==> src/rtl/dthm_pkg.sv <==
// ----------------------------------------------------------------------------
// dthm_pkg
// Shared constants and types of the depth heat-map colorizer.
// ----------------------------------------------------------------------------
package dthm_pkg;

	// Width of the depth samples that take part in the arithmetic.
	localparam int DEPTH_BITS = 16;
	// Upper end of the normalized range.
	localparam int NORM_TOP   = 2013;

	// Quotient bits: the normalized value never exceeds NORM_TOP.
	localparam int QBITS      = $clog2(NORM_TOP + 1);
	// Width of the scaled numerator (offset times NORM_TOP).
	localparam int NUM_W      = DEPTH_BITS + QBITS;
	// Iteration counter width.
	localparam int CNT_W      = $clog2(QBITS + 1);
	// Square and cube widths.
	localparam int SQ_W       = 2 * QBITS;
	localparam int CUBE_W     = 3 * QBITS;
	// Width of nine times the cube, padded so the band and position bits always exist.
	localparam int SC_W       = CUBE_W + 12;
	// Gamma curve: floor(9 * n^3 / 2^GAMMA_SHIFT).
	localparam int GAMMA_SHIFT = 23;
	// Number of color ramps; any higher band is black.
	localparam int NUM_BANDS  = 6;

	localparam logic [7:0] CH_FULL = 8'hff;
	localparam logic [7:0] CH_NONE = 8'h00;

	// Request codes.
	localparam logic REQ_MEASURE  = 1'b0;
	localparam logic REQ_COLORIZE = 1'b1;

	// Sequencer states, one-hot.
	typedef enum logic [6:0] {
		S_IDLE = 7'b0000001,
		S_MUL  = 7'b0000010,
		S_DIV  = 7'b0000100,
		S_RND  = 7'b0001000,
		S_SQR  = 7'b0010000,
		S_CUB  = 7'b0100000,
		S_OUT  = 7'b1000000
	} state_t;

endpackage

==> src/rtl/depth_to_color_heatmap.sv <==
// ----------------------------------------------------------------------------
// depth_to_color_heatmap
// Turns depth pixels into BGR heat-map colors using a serial divider.
// ----------------------------------------------------------------------------
// Each frame is sent twice on the request channel (req_valid / req_stall).
// A measure item (req_type 0) updates the running minimum and maximum depth;
// first_pixel restarts both at the sample. It gives no result and leaves the
// block idle. A colorize item (req_type 1) is clamped to the measured range,
// scaled by NORM_TOP, divided by the depth span in a restoring divider that
// retires one quotient bit per cycle, rounded half to even, then cubed with
// two registered multiplies and mapped to one of six color ramps or to black.
// A colorize item steps through S_MUL, S_DIV, S_RND, S_SQR, S_CUB and S_OUT;
// its result then appears on blue, green, red with res_valid. req_stall is
// high while an item is in work. The result sits in an output register, so
// a new item may be accepted while res_stall holds the previous result; a
// finished colorize item waits in its last step until that register is free.
// Reset clears the minimum and maximum to zero and empties the output.
// ----------------------------------------------------------------------------
module depth_to_color_heatmap
	import dthm_pkg::*;
(
	input  logic        clk,
	input  logic        arst_n,
	input  logic        req_valid,
	output logic        req_stall,
	input  logic        req_type,
	input  logic [15:0] depth_value,
	input  logic        first_pixel,
	output logic        res_valid,
	input  logic        res_stall,
	output logic [7:0]  blue,
	output logic [7:0]  green,
	output logic [7:0]  red
);

	state_t                state_q;
	logic [DEPTH_BITS-1:0] lo_q;
	logic [DEPTH_BITS-1:0] hi_q;
	logic [DEPTH_BITS-1:0] off_q;
	logic [DEPTH_BITS-1:0] span_q;
	logic                  zero_q;
	logic [DEPTH_BITS-1:0] rem_q;
	logic [QBITS-1:0]      qsh_q;
	logic [CNT_W-1:0]      cnt_q;
	logic [QBITS-1:0]      n_q;
	logic [SQ_W-1:0]       sq_q;
	logic [CUBE_W-1:0]     cube_q;
	logic                  res_valid_q;
	logic [7:0]            blue_q;
	logic [7:0]            green_q;
	logic [7:0]            red_q;

	logic                  req_acc;
	logic                  out_free;
	logic [DEPTH_BITS-1:0] d;
	logic [DEPTH_BITS-1:0] d_clamp;
	logic [NUM_W-1:0]      num;
	logic [DEPTH_BITS:0]   trial;
	logic [DEPTH_BITS:0]   trial_diff;
	logic                  q_bit;
	logic [DEPTH_BITS:0]   rem2;
	logic                  round_up;
	logic [SC_W-1:0]       scaled;
	logic [SC_W-1:0]       gamma;
	logic [SC_W-1:0]       band;
	logic [7:0]            lb;
	logic [7:0]            c_b;
	logic [7:0]            c_g;
	logic [7:0]            c_r;

	assign req_stall = (state_q != S_IDLE);
	assign req_acc   = req_valid && !req_stall;
	assign out_free  = !res_valid_q || !res_stall;

	assign d = depth_value[DEPTH_BITS-1:0];

	always_comb begin
		d_clamp = d;
		if (d < lo_q) begin
			d_clamp = lo_q;
		end
		if (d > hi_q) begin
			d_clamp = hi_q;
		end
	end

	assign num = NUM_W'(off_q) * NUM_W'(NORM_TOP);

	// One restoring division step: bring down the next numerator bit.
	assign trial      = {rem_q, qsh_q[QBITS-1]};
	assign trial_diff = trial - {1'b0, span_q};
	assign q_bit      = (trial >= {1'b0, span_q});

	// Round half to even on the final remainder.
	assign rem2     = {rem_q, 1'b0};
	assign round_up = (rem2 > {1'b0, span_q}) || ((rem2 == {1'b0, span_q}) && qsh_q[0]);

	assign scaled = SC_W'({cube_q, 3'b000}) + SC_W'(cube_q);
	assign gamma  = scaled >> GAMMA_SHIFT;
	assign band   = gamma >> 8;
	assign lb     = gamma[7:0];

	always_comb begin
		c_b = CH_NONE;
		c_g = CH_NONE;
		c_r = CH_NONE;
		if (band < SC_W'(NUM_BANDS)) begin
			case (band[2:0])
				3'd0: begin
					c_b = CH_FULL - lb;
					c_g = CH_FULL - lb;
					c_r = CH_FULL;
				end
				3'd1: begin
					c_g = lb;
					c_r = CH_FULL;
				end
				3'd2: begin
					c_g = CH_FULL;
					c_r = CH_FULL - lb;
				end
				3'd3: begin
					c_b = lb;
					c_g = CH_FULL;
				end
				3'd4: begin
					c_b = CH_FULL;
					c_g = CH_FULL - lb;
				end
				3'd5: begin
					c_b = CH_FULL - lb;
				end
				default: begin
					c_b = CH_NONE;
				end
			endcase
		end
	end

	always_ff @(posedge clk or negedge arst_n) begin
		if (!arst_n) begin
			state_q     <= S_IDLE;
			lo_q        <= '0;
			hi_q        <= '0;
			cnt_q       <= '0;
			res_valid_q <= 1'b0;
		end else begin
			// A new result loads the output register; otherwise a taken result empties it.
			if (state_q == S_OUT && out_free) begin
				res_valid_q <= 1'b1;
			end else if (!res_stall) begin
				res_valid_q <= 1'b0;
			end
			unique case (state_q)
				S_IDLE: begin
					if (req_acc) begin
						if (req_type == REQ_MEASURE) begin
							if (first_pixel) begin
								lo_q <= d;
								hi_q <= d;
							end else begin
								if (d < lo_q) begin
									lo_q <= d;
								end
								if (d > hi_q) begin
									hi_q <= d;
								end
							end
						end else begin
							state_q <= S_MUL;
						end
					end
				end
				S_MUL: begin
					cnt_q   <= CNT_W'(QBITS - 1);
					state_q <= S_DIV;
				end
				S_DIV: begin
					cnt_q <= cnt_q - 1'b1;
					if (cnt_q == '0) begin
						state_q <= S_RND;
					end
				end
				S_RND: begin
					state_q <= S_SQR;
				end
				S_SQR: begin
					state_q <= S_CUB;
				end
				S_CUB: begin
					state_q <= S_OUT;
				end
				S_OUT: begin
					if (out_free) begin
						state_q <= S_IDLE;
					end
				end
				default: begin
					state_q <= S_IDLE;
				end
			endcase
		end
	end

	// Datapath registers, no reset needed.
	always_ff @(posedge clk) begin
		if (state_q == S_IDLE && req_acc) begin
			off_q  <= d_clamp - lo_q;
			span_q <= hi_q - lo_q;
			zero_q <= (hi_q <= lo_q);
		end
		if (state_q == S_MUL) begin
			// The quotient fits in QBITS, so the upper part is below the span.
			rem_q <= num[NUM_W-1:QBITS];
			qsh_q <= num[QBITS-1:0];
		end
		if (state_q == S_DIV) begin
			rem_q <= q_bit ? trial_diff[DEPTH_BITS-1:0] : trial[DEPTH_BITS-1:0];
			qsh_q <= {qsh_q[QBITS-2:0], q_bit};
		end
		if (state_q == S_RND) begin
			n_q <= zero_q ? '0 : qsh_q + QBITS'(round_up);
		end
		if (state_q == S_SQR) begin
			sq_q <= SQ_W'(n_q) * SQ_W'(n_q);
		end
		if (state_q == S_CUB) begin
			cube_q <= CUBE_W'(sq_q) * CUBE_W'(n_q);
		end
		if (state_q == S_OUT && out_free) begin
			blue_q  <= c_b;
			green_q <= c_g;
			red_q   <= c_r;
		end
	end

	assign res_valid = res_valid_q;
	assign blue      = blue_q;
	assign green     = green_q;
	assign red       = red_q;

endmodule
==> config.mk <==
export PLATFORM = sky130hd
export DESIGN_NAME = depth_to_color_heatmap
export DESIGN_NICKNAME = d
export VERILOG_FILES = /design/src/rtl/dthm_pkg.sv /design/src/rtl/depth_to_color_heatmap.sv
export SDC_FILE = /design/constraint.sdc
export NUM_CORES = 1
export LEC_CHECK = 0
export BUFFER_PORTS_ARGS = -buffer_cell sky130_fd_sc_hd__buf_2
export CAP_MARGIN = 10
export CORE_MARGIN = 4
export CORE_UTILIZATION = 65
export DETAILED_ROUTE_END_ITERATION = 6
export PLACE_DENSITY = 0.91
export SLEW_MARGIN = 10
export SYNTH_ARGS = -nofsm -noshare
export SYNTH_HDL_FRONTEND = slang
export SYNTH_SLANG_ARGS = --single-unit
==> constraint.sdc <==
create_clock -name clk -period 15.6 [get_ports clk]
set_clock_uncertainty 0.1 [all_clocks]
set_input_delay 3.12 -clock clk [delete_from_list [all_inputs] [get_ports clk]]
set_output_delay 3.12 -clock clk [all_outputs]
set_load 0.01 [all_outputs]
==> results.sh, run 1 <==
export IMPL_dieArea_mm2=0.0431
export IMPL_nets=3347
export IMPL_setup_violations=0
export IMPL_ys_async_sr_fraction_pct=22.8
export IMPL_hpwl_mm=45.4
export IMPL_wl_per_cell_um=18.2
export IMPL_synth_cells=2676
export IMPL_critical_path_max_fanout=18
export IMPL_start_kind="input pin"
export IMPL_hold_class="reg -> reg"
export IMPL_drtPass1Iterations=7
export IMPL_drive_above_1_share_pct=5.93
export IMPL_drv_cap=0
export IMPL_cts_tree="yes"
export IMPL_cts_buffer_depth=2
export IMPL_worstPathRequired_ns=15.72
export IMPL_antenna_found_initial=0
export IMPL_ys_types=82
export IMPL_port_buffers=47
export IMPL_synth_compound_area_share_pct=10.3
export IMPL_yosysSeqAreaShare_pct=21.6
export IMPL_grt_overflow=0
export IMPL_viasPerCell=6.02
export IMPL_max_slew_margin_pct=23.3
export IMPL_status="completed"
export IMPL_post_cts_resized=0
export IMPL_synth_top_family_by_area="adder cells"
export IMPL_postRouteAntennaNets=0
export IMPL_drv_slew=0
export IMPL_muxShareOfSynthArea_pct=2.66
export IMPL_clk_latency_ns=0.46
export IMPL_yosysTopAreaCell="fa_1"
export IMPL_cts_hold_buf=0
export IMPL_grt_pass1_wl_mm=99.9
export IMPL_synth_seq_cells=193
export IMPL_die_x_um=208
export IMPL_synth_common_cells="inv_1, fa_1, ha_1"
export IMPL_synth_xor_area_share_pct=4.29
export IMPL_highest_layer="met4"
export IMPL_gp_congestion=0.939
export IMPL_period_share_pct=51.7
export IMPL_worstSetupPathType="in -> reg"
export IMPL_fp_coreArea_mm2=0.0390
export IMPL_crit_top_cell="a21oi_1"
export IMPL_met1_length_mm=21.3
export IMPL_grt_max_degree=45
export IMPL_cp_data_arrival_time_ns=8.18
export IMPL_htree_levels=4
export IMPL_drc=0
export IMPL_antenna_cells=0
export IMPL_cts_inserted_buffers=17
export IMPL_critPathMaxStageDelay_ns=0.43
export IMPL_synthSimpleGateAreaFrac_pct=12.5
export IMPL_synth_most_common_cell="inv_1"
export IMPL_synthFlopType="edfxtp_1"
export IMPL_dr_wl_met2_mm=30.1
export IMPL_grt_use_total_pct=28.0
export IMPL_fmax_mhz=124
export IMPL_initial_utilization_pct=66.3
export IMPL_synth_top_area_share_pct=24.8
export IMPL_rsz0062_at_grt="no"
export IMPL_post_cts_buffers=0
export IMPL_area_delta_synth_final_pct=5.11
export IMPL_fillCellCount=2551
export IMPL_tightest_slew_ns=1.15
export IMPL_syn_avg_cell_area_um2=9.67
export IMPL_wl_met3_mm=3.72
export IMPL_cts_clk_slew_worst_paths_ns=0.08
export IMPL_hold_viol=0
export IMPL_yosys_area_share_adder_pct=40.3
export IMPL_synth_area_top_cells="fa_1, edfxtp_1, ha_1"
export IMPL_cts_num_sinks=193
export IMPL_io_pins=48
export IMPL_period_needed_ns=8.06
export IMPL_synth_warnings=0
export IMPL_tns_ns=0
export IMPL_drt_wl_total_mm=58.6
export IMPL_cp_end_kind="flop"
export IMPL_num_rows=72
export IMPL_critPathSlowestCell="a211oi_1"
export IMPL_first_iter_violations=1617
export IMPL_first_global_vias=21100
export IMPL_fp_dieH_um=208
export IMPL_via_count=19400
export IMPL_syn_area_mm2=0.0259
export IMPL_synth_enable_flop_cells=149
export IMPL_cts_root_buf="clkbuf_16"
-- worst paths after layout --
kind	slack, ns	startpoint	to	depth (start not counted)
min reg2reg	0.40	cnt_q[3]$_DFFE_PN0P_	cnt_q[3]$_DFFE_PN0P_	1
min	0.40	cnt_q[3]$_DFFE_PN0P_	cnt_q[3]$_DFFE_PN0P_	1
max in group asynchronous	12.05	arst_n	cnt_q[0]$_DFFE_PN0P_	1
max reg2reg	8.93	n_q[10]$_SDFFCE_PP0P_	cube_q[27]$_DFFE_PP_	18
min in group asynchronous	2.70	arst_n	lo_q[13]$_DFFE_PN0P_	1
max	7.54	depth_value[1]	off_q[14]$_DFFE_PP_	25
-- sequential cells by signal, summed over array words and instances (netlist names), 4 cells and up --
signal / count
green: 8
qsh_q: 11
blue: 8
cnt_q: 4
rem_q: 16
state_q: 7
span_q: 16
n_q: 11
off_q: 16
lo_q: 16
hi_q: 16
red: 8
sq_q: 21
cube_q: 33
-- layout by cell type, fill, tap and decap left out, types with 14 or more instances in the layout --
master and instances:
a21o_1 54, a21oi_1 127, and2_1 139, and3_1 24, buf_2 47, buf_4 17
clkbuf_16 17, dfrtp_1 43, edfxtp_1 149, fa_1 320, ha_1 320, inv_1 493
mux2_2 31, mux2i_1 34, nand2_1 266, nand2b_1 14, nand3_1 26, nand4_1 14
nor2_1 94, nor2b_1 21, nor3_1 21, o211ai_1 16, o21ai_0 93, o21bai_1 16
xnor2_1 79, xor2_1 43
-- per-stage QoR --
step	utilization (%)	worst slack, ns	instances	hold slack (ns)	area (um^2)
final	69.7	7.54	3216	0.400	27200
after global routing	69.7	7.34	3216	0.426	27200
after CTS	69.7	7.71	3216	0.406	27200
after detailed placement	68.2	7.26	3184	0.394	26600
after global placement	68.2	7.55	3184	0.371	26600
after floorplan	-	8.25	2682	0.357	25900
-- cell type report --
type	count	area, um^2	area share (%)
Inverter	493	1850	6.81
Timing Repair Buffer	64	363	1.33
Clock buffer	17	425	1.56
Sequential cell	193	5580	20.5
Tap cell	518	648	2.38
Multi-Input combinational cell	1916	18200	66.9
Clock inverter	15	145	0.534
-- worst max-delay path: cells and delay by family --
kind	cells	cell delay, ns
AOI/OAI and AO/OA	16	3.29
adders and majority gates	3	0.87
buffers and inverters	3	0.50
muxes	1	0.26
xor gates and xnor gates	1	0.08
and+or+nand+nor	1	0.06
-- cells by family (layout without fill, tap and decap cells) --
kind of cell             after synthesis  in the layout
flip-flops                           193            193
adder cells (fa/ha/maj)              641            641
AND/OR/NAND/NOR                      664            664
buffers and inverters                573            589
AO/OA/AOI/OAI                        413            413
other                                  2              8
multiplexers                          65             65
XOR/XNOR                             125            125
-- layer usage --
| layer | GRT usage [%] | vias to the layer above |
|---|---|---|
| met1 | 32.1 | 9545 |
| li1 | - | 8752 |
| met4 | 15.5 | 0 |
| met5 | 0 | - |
| met2 | 49.5 | 790 |
| met3 | 5.09 | 276 |
Power of run 1 is left out: the tool's default activity adds up to more than one toggle a clock period on the data nets, which glitch-free logic cannot reach.
==> inputs of run 2 (changes only) <==
clock period = 8.4 ns   (was 15.6 ns; I/O delays follow)
==> results.sh, run 2 (synthesis results as in run 1) <==
export IMPL_status="completed"
export IMPL_top_regs="cube_q (33), sq_q (21)"
export IMPL_fmax_mhz=149
export IMPL_htree_levels=4
export IMPL_worstPathRequired_ns=8.53
export IMPL_area_delta_synth_final_pct=5.18
export IMPL_port_buffers=47
export IMPL_drt_wl_total_mm=60.0
export IMPL_antenna_cells=0
export IMPL_worstSetupPathType="reg -> reg"
export IMPL_critPathMaxStageDelay_ns=0.79
export IMPL_hold_viol=0
export IMPL_rsz0062_at_grt="no"
export IMPL_gp_congestion=0.921
export IMPL_io_pins=48
export IMPL_layout_commonest_cell="inv_1"
export IMPL_drtPass1Iterations=6
export IMPL_cts_root_buf="clkbuf_16"
export IMPL_grt_pass1_wl_mm=102
export IMPL_critical_path_max_fanout=18
export IMPL_fp_dieH_um=208
export IMPL_wl_per_cell_um=18.6
export IMPL_hold_class="reg -> reg"
export IMPL_max_slew_margin_pct=19.4
export IMPL_via_count=19500
export IMPL_grt_max_degree=45
export IMPL_grt_use_total_pct=28.4
export IMPL_cts_clk_slew_worst_paths_ns=0.09
export IMPL_cp_end_kind="flop"
export IMPL_crit_top_cell="fa_1"
export IMPL_start_kind="flop"
export IMPL_worstPathCellList="buf_4, nand2_1, fa_1, fa_1, inv_1, fa_1, fa_1, inv_1, fa_1, inv_1, ha_1, a21o_1, a21oi_1, nor2_1, a211oi_1, nand3b_1, a211o_1, a21oi_1, o31ai_1, a21oi_1, xnor2_1"
export IMPL_period_share_pct=79.8
export IMPL_tns_ns=0
export IMPL_fillCellCount=2575
export IMPL_viasPerCell=6.06
export IMPL_cts_inserted_buffers=17
export IMPL_antenna_found_initial=0
export IMPL_critPathSlowestCell="edfxtp_1"
export IMPL_cts_tree="yes"
export IMPL_largest_register_ffs=33
export IMPL_grt_overflow=0
export IMPL_cts_num_sinks=193
export IMPL_cp_data_arrival_time_ns=6.83
export IMPL_hpwl_mm=46.4
export IMPL_drv_cap=0
export IMPL_dieArea_mm2=0.0431
export IMPL_layoutNonFillerInstCount=3217
export IMPL_nets=3348
export IMPL_post_cts_resized=0
export IMPL_drv_slew=0
export IMPL_first_global_vias=21700
export IMPL_initial_utilization_pct=66.3
export IMPL_cts_buffer_depth=2
export IMPL_tightest_slew_ns=1.21
export IMPL_top_register="cube_q"
export IMPL_drive_above_1_share_pct=5.97
export IMPL_setup_violations=0
export IMPL_period_needed_ns=6.70
export IMPL_postRouteAntennaNets=0
export IMPL_first_iter_violations=1564
export IMPL_final_cell_mix="inv_1, fa_1, ha_1"
export IMPL_die_x_um=208
export IMPL_num_rows=72
export IMPL_post_cts_buffers=0
export IMPL_placed_cells=3185
export IMPL_clk_latency_ns=0.48
export IMPL_cts_hold_buf=0
export IMPL_drc=0
export IMPL_fp_coreArea_mm2=0.0390
## run 2: final timing paths
| path | to | cells after the start | startpoint | slack, ns |
|---|---|---|---|---|
| max | cube_q[27]$_DFFE_PP_ | 21 | n_q[3]$_SDFFCE_PP0P_ | 1.70 |
| min | cnt_q[3]$_DFFE_PN0P_ | 1 | cnt_q[3]$_DFFE_PN0P_ | 0.41 |
| max reg2reg | cube_q[27]$_DFFE_PP_ | 21 | n_q[3]$_SDFFCE_PP0P_ | 1.70 |
| min reg2reg | cnt_q[3]$_DFFE_PN0P_ | 1 | cnt_q[3]$_DFFE_PN0P_ | 0.41 |
| max in group asynchronous | cnt_q[0]$_DFFE_PN0P_ | 1 | arst_n | 6.31 |
| min in group asynchronous | lo_q[13]$_DFFE_PN0P_ | 1 | arst_n | 1.26 |
## run 2: cell type report
| class | count | area (um^2) | area share, % |
|---|---|---|---|
| Timing Repair Buffer | 65 | 370 | 1.36 |
| Clock inverter | 15 | 163 | 0.598 |
| Multi-Input combinational cell | 1916 | 18200 | 66.8 |
| Sequential cell | 193 | 5580 | 20.5 |
| Tap cell | 518 | 648 | 2.38 |
| Inverter | 493 | 1850 | 6.80 |
| Clock buffer | 17 | 425 | 1.56 |
## run 2: layer usage
metal / wire length, um / up-vias / share of wire (%) / track usage, %
met2: 31300 / 859 / 52 / 51.4
met4: 3440 / 0 / 5.7 / 15.8
met3: 3640 / 287 / 6.1 / 4.58
li1: - / 8762 / - / -
met1: 21600 / 9580 / 36 / 31.9
met5: 0 / - / 0 / 0
## run 2: critical path, delay by kind of cell, from the launching register on
kind | cells | cell delay (ns)
AOI/OAI and AO/OA | 7 | 1.67
adders and majority gates | 6 | 2.86
xor gates and xnor gates | 1 | 0.08
and+or+nand+nor | 3 | 0.41
buffers and inverters | 4 | 0.56
DFF | 1 | 0.79
## run 2: per-stage QoR
step                hold WS [ns]  setup slack [ns]  area (um^2)  utilization [%]
floorplan                  0.357              2.49        25900                -
global placement           0.373              1.75        26600             68.2
detailed placement         0.394              1.65        26600             68.2
CTS                        0.405              1.87        27200             69.7
global route               0.428              1.38        27200             69.8
finish                     0.412              1.70        27200             69.8
Power of run 2 is left out for the same reason.
